$ cat src/hdl/tksh_pkg.sv
`default_nettype none
package tksh_pkg;

  // Store geometry
  localparam int KEEP_COUNT = 10;
  localparam int IDX_W      = $clog2(KEEP_COUNT);
  localparam int CNT_W      = $clog2(KEEP_COUNT + 1);

  // Field widths
  localparam int OFFSET_W = 32;
  localparam int SCORE_W  = 16;

  // Command classes passed from front to back
  typedef enum logic {
    CMD_OFFER = 1'b0,
    CMD_FLUSH = 1'b1
  } cmd_t;

  // One kept (offset, score) pair
  typedef struct packed {
    logic [OFFSET_W-1:0] offset;
    logic [SCORE_W-1:0]  score;
  } entry_t;

  // Input transaction
  typedef struct packed {
    logic                mode;
    logic [OFFSET_W-1:0] offset;
    logic [SCORE_W-1:0]  score;
  } in_item_t;

  // Result transaction
  typedef struct packed {
    logic [OFFSET_W-1:0] entry_offset;
    logic [SCORE_W-1:0]  entry_score;
    logic                entry_valid;
    logic                last;
  } out_item_t;

  // Classified command held in the front queue
  typedef struct packed {
    cmd_t   cmd;
    entry_t entry;
  } cmd_item_t;

endpackage
`default_nettype wire

$ cat src/hdl/tksh_front.sv
`default_nettype none
module tksh_front (
  input  wire logic                clk,
  input  wire logic                rst_n,
  input  wire logic                in_push,
  output logic                     in_full,
  input  wire tksh_pkg::in_item_t  in_item,
  output logic                     cmd_valid,
  output tksh_pkg::cmd_item_t      cmd_item,
  input  wire logic                cmd_take
);
  import tksh_pkg::*;

  localparam int CMDQ_DEPTH = 2;
  localparam int CQ_PW      = (CMDQ_DEPTH > 1) ? $clog2(CMDQ_DEPTH) : 1;
  localparam int CQ_CW      = $clog2(CMDQ_DEPTH + 1);
  localparam logic [CQ_PW-1:0] PTR_LAST = CQ_PW'(CMDQ_DEPTH - 1);
  localparam logic [CQ_CW-1:0] FILL_MAX = CQ_CW'(CMDQ_DEPTH);

  cmd_item_t        q_r [CMDQ_DEPTH];
  logic [CQ_PW-1:0] wr_ptr_r, wr_ptr_nxt;
  logic [CQ_PW-1:0] rd_ptr_r, rd_ptr_nxt;
  logic [CQ_CW-1:0] fill_r, fill_nxt;
  logic             push_ok;
  logic             pop_ok;
  cmd_item_t        new_cmd;

  // Classify the incoming transaction
  always_comb begin
    new_cmd.cmd          = in_item.mode ? CMD_FLUSH : CMD_OFFER;
    new_cmd.entry.offset = in_item.offset;
    new_cmd.entry.score  = in_item.score;
  end

  assign in_full   = (fill_r == FILL_MAX);
  assign cmd_valid = (fill_r != '0);
  assign cmd_item  = q_r[rd_ptr_r];
  assign push_ok   = in_push && !in_full;
  assign pop_ok    = cmd_take && cmd_valid;

  // Advance pointers and fill level
  always_comb begin
    wr_ptr_nxt = wr_ptr_r;
    rd_ptr_nxt = rd_ptr_r;
    fill_nxt   = fill_r;
    if (push_ok) begin
      wr_ptr_nxt = (wr_ptr_r == PTR_LAST) ? '0 : wr_ptr_r + CQ_PW'(1);
    end
    if (pop_ok) begin
      rd_ptr_nxt = (rd_ptr_r == PTR_LAST) ? '0 : rd_ptr_r + CQ_PW'(1);
    end
    if (push_ok && !pop_ok) begin
      fill_nxt = fill_r + CQ_CW'(1);
    end else if (pop_ok && !push_ok) begin
      fill_nxt = fill_r - CQ_CW'(1);
    end
  end

  always_ff @(posedge clk) begin
    if (!rst_n) begin
      wr_ptr_r <= '0;
      rd_ptr_r <= '0;
      fill_r   <= '0;
    end else begin
      wr_ptr_r <= wr_ptr_nxt;
      rd_ptr_r <= rd_ptr_nxt;
      fill_r   <= fill_nxt;
    end
  end

  // Store the classified command
  always_ff @(posedge clk) begin
    if (push_ok) begin
      q_r[wr_ptr_r] <= new_cmd;
    end
  end

endmodule
`default_nettype wire

$ cat src/hdl/tksh_back.sv
`default_nettype none
module tksh_back (
  input  wire logic                 clk,
  input  wire logic                 rst_n,
  input  wire logic                 cmd_valid,
  input  wire tksh_pkg::cmd_item_t  cmd_item,
  output logic                      cmd_take,
  output logic                      out_empty,
  input  wire logic                 out_pop,
  output tksh_pkg::out_item_t       out_item
);
  import tksh_pkg::*;

  localparam int CH_W = IDX_W + 2;
  localparam logic [CH_W-1:0]  K_CH      = CH_W'(KEEP_COUNT);
  localparam logic [CNT_W-1:0] K_CNT     = CNT_W'(KEEP_COUNT);
  localparam logic [CNT_W-1:0] K_CNT_M1  = CNT_W'(KEEP_COUNT - 1);
  localparam logic [IDX_W-1:0] BUILD_TOP = IDX_W'(KEEP_COUNT / 2 - 1);

  typedef enum logic [2:0] {
    ST_IDLE,
    ST_BLD_RD,
    ST_BLD_LD,
    ST_SIFT,
    ST_FL_RD,
    ST_FL_OUT
  } state_t;

  state_t             state_r, state_nxt;
  logic [IDX_W-1:0]   node_r, node_nxt;
  logic [IDX_W-1:0]   bidx_r, bidx_nxt;
  logic [IDX_W-1:0]   fidx_r, fidx_nxt;
  logic [CNT_W-1:0]   count_r, count_nxt;
  logic               bld_r, bld_nxt;
  entry_t             cur_r, cur_nxt;
  logic               out_valid_r, out_valid_nxt;
  out_item_t          out_item_r, out_item_nxt;
  logic [SCORE_W-1:0] root_score_r;

  // Heap memory: one write port, two registered read ports
  entry_t             mem [KEEP_COUNT];
  entry_t             rd0_r, rd1_r;
  logic [IDX_W-1:0]   raddr0, raddr1;
  logic               we;
  logic [IDX_W-1:0]   waddr;
  entry_t             wdata;

  // Read address selection
  logic [IDX_W-1:0]   rsel_node;
  logic               rd_direct;
  logic [IDX_W-1:0]   direct_addr;
  logic [CH_W-1:0]    rs_lc, rs_rc;

  // Sift compare
  logic [CH_W-1:0]    lc, rc, mc;
  logic               has_l, has_r, pick_r;
  entry_t             min_child;
  logic               slot_free;
  logic               fl_last;

  assign slot_free = !out_valid_r || out_pop;
  assign out_empty = !out_valid_r;
  assign out_item  = out_item_r;

  // Pick the smaller child, left on a tie
  always_comb begin
    lc        = CH_W'({node_r, 1'b1});
    rc        = lc + CH_W'(1);
    has_l     = (lc < K_CH);
    has_r     = (rc < K_CH);
    pick_r    = has_r && (rd0_r.score > rd1_r.score);
    min_child = pick_r ? rd1_r : rd0_r;
    mc        = pick_r ? rc : lc;
    fl_last   = ((CNT_W'(fidx_r) + CNT_W'(1)) == count_r);
  end

  // Sequence offers, heap build, sift-down and flush
  always_comb begin
    state_nxt     = state_r;
    node_nxt      = node_r;
    bidx_nxt      = bidx_r;
    fidx_nxt      = fidx_r;
    count_nxt     = count_r;
    bld_nxt       = bld_r;
    cur_nxt       = cur_r;
    out_valid_nxt = out_valid_r && !out_pop;
    out_item_nxt  = out_item_r;
    cmd_take      = 1'b0;
    we            = 1'b0;
    waddr         = node_r;
    wdata         = cur_r;
    rsel_node     = '0;
    rd_direct     = 1'b0;
    direct_addr   = fidx_r;
    unique case (state_r)
      ST_IDLE: begin
        if (cmd_valid) begin
          unique case (cmd_item.cmd)
            CMD_OFFER: begin
              cmd_take = 1'b1;
              if (count_r != K_CNT) begin
                we        = 1'b1;
                waddr     = count_r[IDX_W-1:0];
                wdata     = cmd_item.entry;
                count_nxt = count_r + CNT_W'(1);
                if (count_r == K_CNT_M1) begin
                  bld_nxt   = 1'b1;
                  bidx_nxt  = BUILD_TOP;
                  state_nxt = ST_BLD_RD;
                end
              end else if (cmd_item.entry.score > root_score_r) begin
                // Children of the root are read this cycle
                cur_nxt   = cmd_item.entry;
                node_nxt  = '0;
                bld_nxt   = 1'b0;
                state_nxt = ST_SIFT;
              end
            end
            CMD_FLUSH: begin
              if (count_r == '0) begin
                if (slot_free) begin
                  cmd_take                  = 1'b1;
                  out_valid_nxt             = 1'b1;
                  out_item_nxt.entry_offset = '0;
                  out_item_nxt.entry_score  = '0;
                  out_item_nxt.entry_valid  = 1'b0;
                  out_item_nxt.last         = 1'b1;
                end
              end else begin
                cmd_take  = 1'b1;
                fidx_nxt  = '0;
                state_nxt = ST_FL_RD;
              end
            end
          endcase
        end
      end
      ST_BLD_RD: begin
        rd_direct   = 1'b1;
        direct_addr = bidx_r;
        state_nxt   = ST_BLD_LD;
      end
      ST_BLD_LD: begin
        cur_nxt   = rd0_r;
        node_nxt  = bidx_r;
        rsel_node = bidx_r;
        state_nxt = ST_SIFT;
      end
      ST_SIFT: begin
        we    = 1'b1;
        waddr = node_r;
        if (has_l && (cur_r.score > min_child.score)) begin
          // Move the child up and descend one level
          wdata     = min_child;
          node_nxt  = mc[IDX_W-1:0];
          rsel_node = mc[IDX_W-1:0];
        end else begin
          wdata = cur_r;
          if (bld_r && (bidx_r != '0)) begin
            bidx_nxt  = bidx_r - IDX_W'(1);
            state_nxt = ST_BLD_RD;
          end else begin
            bld_nxt   = 1'b0;
            state_nxt = ST_IDLE;
          end
        end
      end
      ST_FL_RD: begin
        rd_direct   = 1'b1;
        direct_addr = fidx_r;
        state_nxt   = ST_FL_OUT;
      end
      ST_FL_OUT: begin
        rd_direct   = 1'b1;
        direct_addr = fidx_r;
        if (slot_free) begin
          out_valid_nxt             = 1'b1;
          out_item_nxt.entry_offset = rd0_r.offset;
          out_item_nxt.entry_score  = rd0_r.score;
          out_item_nxt.entry_valid  = 1'b1;
          out_item_nxt.last         = fl_last;
          if (fl_last) begin
            count_nxt = '0;
            state_nxt = ST_IDLE;
          end else begin
            fidx_nxt  = fidx_r + IDX_W'(1);
            state_nxt = ST_FL_RD;
          end
        end
      end
      default: begin
        state_nxt = ST_IDLE;
      end
    endcase
  end

  // Form read addresses: a direct index, or the children of a node
  always_comb begin
    rs_lc  = CH_W'({rsel_node, 1'b1});
    rs_rc  = rs_lc + CH_W'(1);
    raddr1 = (rs_rc < K_CH) ? rs_rc[IDX_W-1:0] : '0;
    if (rd_direct) begin
      raddr0 = direct_addr;
    end else begin
      raddr0 = (rs_lc < K_CH) ? rs_lc[IDX_W-1:0] : '0;
    end
  end

  always_ff @(posedge clk) begin
    if (!rst_n) begin
      state_r      <= ST_IDLE;
      node_r       <= '0;
      bidx_r       <= '0;
      fidx_r       <= '0;
      count_r      <= '0;
      bld_r        <= 1'b0;
      cur_r        <= '0;
      out_valid_r  <= 1'b0;
      out_item_r   <= '0;
    end else begin
      state_r      <= state_nxt;
      node_r       <= node_nxt;
      bidx_r       <= bidx_nxt;
      fidx_r       <= fidx_nxt;
      count_r      <= count_nxt;
      bld_r        <= bld_nxt;
      cur_r        <= cur_nxt;
      out_valid_r  <= out_valid_nxt;
      out_item_r   <= out_item_nxt;
    end
  end

  // Write and read the heap memory; mirror the root score
  always_ff @(posedge clk) begin
    if (we) begin
      mem[waddr] <= wdata;
      if (waddr == '0) begin
        root_score_r <= wdata.score;
      end
    end
    rd0_r <= mem[raddr0];
    rd1_r <= mem[raddr1];
  end

endmodule
`default_nettype wire

$ cat src/hdl/top_k_score_min_heap_core.sv
`default_nettype none
// Keeps the ten highest-scoring (offset, score) pairs of a stream in a binary
// min-heap on score. Push mode 0 to offer a candidate, mode 1 to flush: a
// flush returns the held entries in storage order with last set on the final
// one and empties the store; a flush of an empty store returns one result
// with entry_valid low and last high. Offers return nothing. Inputs land in a
// two-deep command queue, so transactions are still taken, until it fills,
// while a result waits to be popped. In the heap engine an offer while
// filling writes the next free slot; the tenth offer then starts a bottom-up
// heap build that reads, loads and sifts down each internal node from the
// last to the root; a root replacement sifts the new entry down; a dropped
// candidate is only taken; a flush outputs each entry in turn, waiting while
// the result slot is full. The engine does one compare-and-move per cycle on
// a heap memory with one write port and two registered read ports.
module top_k_score_min_heap_core (
  input  wire logic                clk,
  input  wire logic                rst_n,
  input  wire logic                in_push,
  output logic                     in_full,
  input  wire tksh_pkg::in_item_t  in_item,
  output logic                     out_empty,
  input  wire logic                out_pop,
  output tksh_pkg::out_item_t      out_item
);
  import tksh_pkg::*;

  logic      cmd_valid;
  logic      cmd_take;
  cmd_item_t cmd_item;

  // Accept and classify transactions
  tksh_front u_front (
    .clk       (clk),
    .rst_n     (rst_n),
    .in_push   (in_push),
    .in_full   (in_full),
    .in_item   (in_item),
    .cmd_valid (cmd_valid),
    .cmd_item  (cmd_item),
    .cmd_take  (cmd_take)
  );

  // Maintain the heap and deliver results
  tksh_back u_back (
    .clk       (clk),
    .rst_n     (rst_n),
    .cmd_valid (cmd_valid),
    .cmd_item  (cmd_item),
    .cmd_take  (cmd_take),
    .out_empty (out_empty),
    .out_pop   (out_pop),
    .out_item  (out_item)
  );

endmodule
`default_nettype wire
$ cat config.mk
export PLATFORM = sky130hd
export DESIGN_NAME = top_k_score_min_heap_core
export DESIGN_NICKNAME = d
export VERILOG_FILES = /design/src/hdl/tksh_pkg.sv /design/src/hdl/tksh_front.sv /design/src/hdl/tksh_back.sv /design/src/hdl/top_k_score_min_heap_core.sv
export SDC_FILE = /design/constraint.sdc
export NUM_CORES = 1
export LEC_CHECK = 0
export BUFFER_PORTS_ARGS = -buffer_cell sky130_fd_sc_hd__buf_2
export CORE_MARGIN = 2
export CORE_UTILIZATION = 62
export CTS_CLUSTER_SIZE = 28
export DETAILED_ROUTE_END_ITERATION = 10
export PLACE_DENSITY_LB_ADDON = 0.25
export SETUP_SLACK_MARGIN = 0.5
export SKIP_LAST_GASP = 1
export SYNTH_ARGS = -nofsm -noshare
export SYNTH_HDL_FRONTEND = slang
export SYNTH_SLANG_ARGS = --single-unit
$ cat constraint.sdc
create_clock -name clk -period 8.2 [get_ports clk]
set_input_delay 1.23 -clock clk [delete_from_list [all_inputs] [get_ports clk]]
set_output_delay 1.23 -clock clk [all_outputs]
set_load 0.005 [all_outputs]
==> reports/results.ini <==
[critical_path]
reg2reg_slack_ps=810
cpMostUsedCell=buf_4
crit_path_start_kind=flip-flop
path_delay_family=buffers and inverters
worst_path_max_delay_cell=buf_4
r2r-end=u_back.rd1_r[10]
timing.rr.start=u_back.rd1_r[15]
criticalPathCategory=reg -> reg
cp.depth=25
cp_max_fo=33
startpoint=u_back.rd1_r[15]
cp_num_buf_inv=6
max_stage_delay_ps=720
r2r_cells=25
required_ps=8700
cp-end-kind=flip-flop
worst_ep_arrival_time_ps=7890
crit_path_end=u_back.rd1_r[10]

[run_status]
status=finished clean

[timing]
rsz0062_at_grt=no
min_period_over_period=0.901
period_needed_ps=7390
final.setup.tns_ps=0
hold_viol_final=0
setup_viol=0
tightestPinTransition_ps=1350
fmax_ghz=0.135
max_slew_margin=0.0990
skew_ps=23.6
slew_violations=0

[cts]
clock-sinks=798
cts_tree=yes
insertion_delay_ps=640
holdBufCountCts=0
cts_inserted_buffers=77
clkTransAtPathRegs_ps=60
root_buffer=clkbuf_16
ctsLongestPathBuffers=3
cts-htree-levels=3

[cells_and_area]
n_fill_cell=3845
nets=3166
layout-drive-gt1-share=0.123
area_growth_syn_to_layout_pct=10.7

[global_routing]
grt_pass1_wl_um=156000
grt_start_max_net_pins=100
grt_util_all_layers=0.353
antenna_found_initial=7
globalRouteOverflowTotal=0
grt_pass1_vias=25489

[power]
p_int_mw=8.31
p_total_mw=13.1
p_leak_nw=13.6
p_sw_frac=0.364
p_comb_frac=0.298
p_sw_mw=4.75
power_frac_clock=0.279
vdd_drop_max_mv=0.334
p_per_area_nw_per_um2=337
seqPwrFrac=0.423

[floorplan]
ios=105
start_util=0.624
die_h_um=242
num_rows=87
dieArea_um2=58400
core_area_um2=56100
die_x_um=242

[detailed_routing]
vias=26804
drtAntennaViolNets=0
routedWlPerCell_um=27.2
wirelength_um=105000
dr.pass1.iters=8
avgViaCountPerCell=6.92
drt_iter0_markers=4149
drc=0

[logic_synthesis]
netlist_instances=3053
synth-edff-count=578
ys_warn_count=0
ys_types=72
ys.flop_type=edfxtp_1
avgSynthCellArea_um2=11.5
syn_nets=3165
ys_seq_area_frac=0.622
synth-seq-cells=798
yosys-top-cells-area=edfxtp_1 (50%), dfxtp_1 (13%), a21oi_1 (3.6%)
async_flop_share=0
synth_area_leader_cell=edfxtp_1
synth_top_area_share=0.496
synth_area_um2=35000

[job]
drv_cap=0

[worst_hold_path]
min_path_cells=2
hold_path.class=reg -> reg

[place]
dp_hpwl_um=63400
place_congestion=0.960
port_buffers=104

## cell type report
class / count / area, um2 / area share
flip-flops and latches: 798 / 21800 / 0.562
repair buffers: 159 / 1010 / 0.0261
clock inverters: 39 / 425 / 0.0110
clock buffers: 104 / 2150 / 0.0556
diodes: 1 / 2.50 / 0.0000646
multi-input cells: 1913 / 12000 / 0.311
well taps: 756 / 946 / 0.0244
inverters: 105 / 398 / 0.0103
## timing repair
item / CTS / global route
resized for setup: 0 / 2
setup endpoints to repair: 0 / 25
buffers inserted: 0 / 1
## state kept, by name, indices dropped and copies added, names as in the netlist, 2 cells and up, named ones only
signal,cells
u_back.bidx_r,4
u_back.count_r,4
u_back.cur_r,48
u_back.fidx_r,4
u_back.mem,480
u_back.node_r,4
u_back.out_item,50
u_back.rd0_r,48
u_back.rd1_r,48
u_back.state_r,3
u_front.fill_r,2
u_front.q_r,98
## worst register-to-register path: stages, from the launching register on
cell and delay (ps):
dfxtp_1 310, inv_1 50, ha_1 320, nand4_1 180, or4_1 630, and2_2 310
nand2_4 280, buf_4 720, mux2_2 450, ha_1 190, nor2b_1 120, o211ai_1 90
a21o_1 190, a31oi_1 420, o211ai_2 180, nand2_2 110, buf_4 300, ha_1 440
clkinvlp_4 340, buf_4 300, a2111oi_2 240, buf_4 430, nand3_1 130, a21oi_1 160
a221oi_1 60, mux2_2 330
## power groups by stage
| stage | logic (mW) | clock network [mW] | registers, mW |
|---|---|---|---|
| after detailed placement | 3.72 | 0 | 5.57 |
| after global placement | 3.61 | 0 | 5.55 |
| after floorplan | 2.53 | 0 | 5.36 |
| after CTS | 3.75 | 3.65 | 5.49 |
| final | 3.89 | 3.64 | 5.53 |
| after global routing | 4.14 | 3.81 | 5.55 |
## cells in the mapped netlist, drive strengths merged, types with 6 or more instances
master / count
a2111oi: 25
a211oi: 10
a21o: 8
a21oi: 256
a221o: 23
a221oi: 23
a31oi: 6
a32oi: 49
and2: 7
and3: 8
buf: 67
clkbuf: 170
dfxtp: 220
edfxtp: 578
ha: 59
inv: 105
mux2: 50
mux2i: 109
nand2: 336
nand2b: 6
nand3: 159
nand4: 14
nor2: 223
nor2b: 7
nor3: 12
o211ai: 72
o21a: 21
o21ai: 125
o221ai: 51
o22ai: 95
o31a: 50
or3: 51
xor2: 8
## metal layers
layer,global-route usage,wire length [um],vias up
met2,0.503,45400,2010
li1,-,-,11505
met5,0,23,-
met3,0.124,16600,295
met1,0.499,39800,12990
met4,0.137,3470,4
## cell families (layout without fill, tap and decap cells)
kind of cell	after synthesis	count (layout)	synth area share
compound gates	843	843	0.161
simple gates	839	839	0.106
flops	798	798	0.622
buf+inv	342	407	0.0394
mux	159	159	0.0473
fa+ha+maj	59	59	0.0211
xor+xnor	13	13	0.00325
other cells	0	1	0
## cell usage in the layout (no fill, tap or decap), drive strengths merged, types with 7 or more instances in the layout
cell type / count
a211oi: 10
a221o: 23
nor3: 12
and3: 8
nand4: 14
nor2: 223
buf: 159
o221ai: 51
nor2b: 7
o22ai: 95
nand2: 336
o211ai: 72
and2: 7
o21ai: 125
a21oi: 256
ha: 59
a21o: 8
o21a: 21
mux2i: 109
dfxtp: 220
a221oi: 23
o31a: 50
bufinv: 8
nand3: 159
inv: 106
a2111oi: 25
xor2: 8
clkinv: 25
edfxtp: 578
clkbuf: 104
mux2: 50
a32oi: 49
or3: 51
## worst min path at each step
stage / endpoint / slack [ps] / start
floorplan: u_back.cur_r[25] / 440 / u_back.cur_r[25]
global placement: u_back.out_item[20] / 440 / u_back.out_item[20]
detailed placement: u_back.out_item[3] / 440 / u_back.out_item[3]
CTS: u_back.out_item[3] / 450 / u_back.out_item[3]
global route: u_back.out_item[30] / 470 / u_back.out_item[30]
finish: u_back.out_item[3] / 450 / u_back.out_item[3]
## per-stage QoR
stage | instances | setup slack (ps) | hold slack [ps] | util | area [um2]
after detailed placement | 3730 | 1040 | 445 | 0.645 | 36100
after CTS | 3873 | 1010 | 452 | 0.691 | 38700
after global placement | 3730 | 1190 | 438 | 0.645 | 36100
after global routing | 3875 | 510 | 465 | 0.691 | 38700
after floorplan | 3053 | 1860 | 444 | - | 35000
final | 3875 | 815 | 451 | 0.691 | 38700
Note: power is estimated with default switching activity, not from simulation.
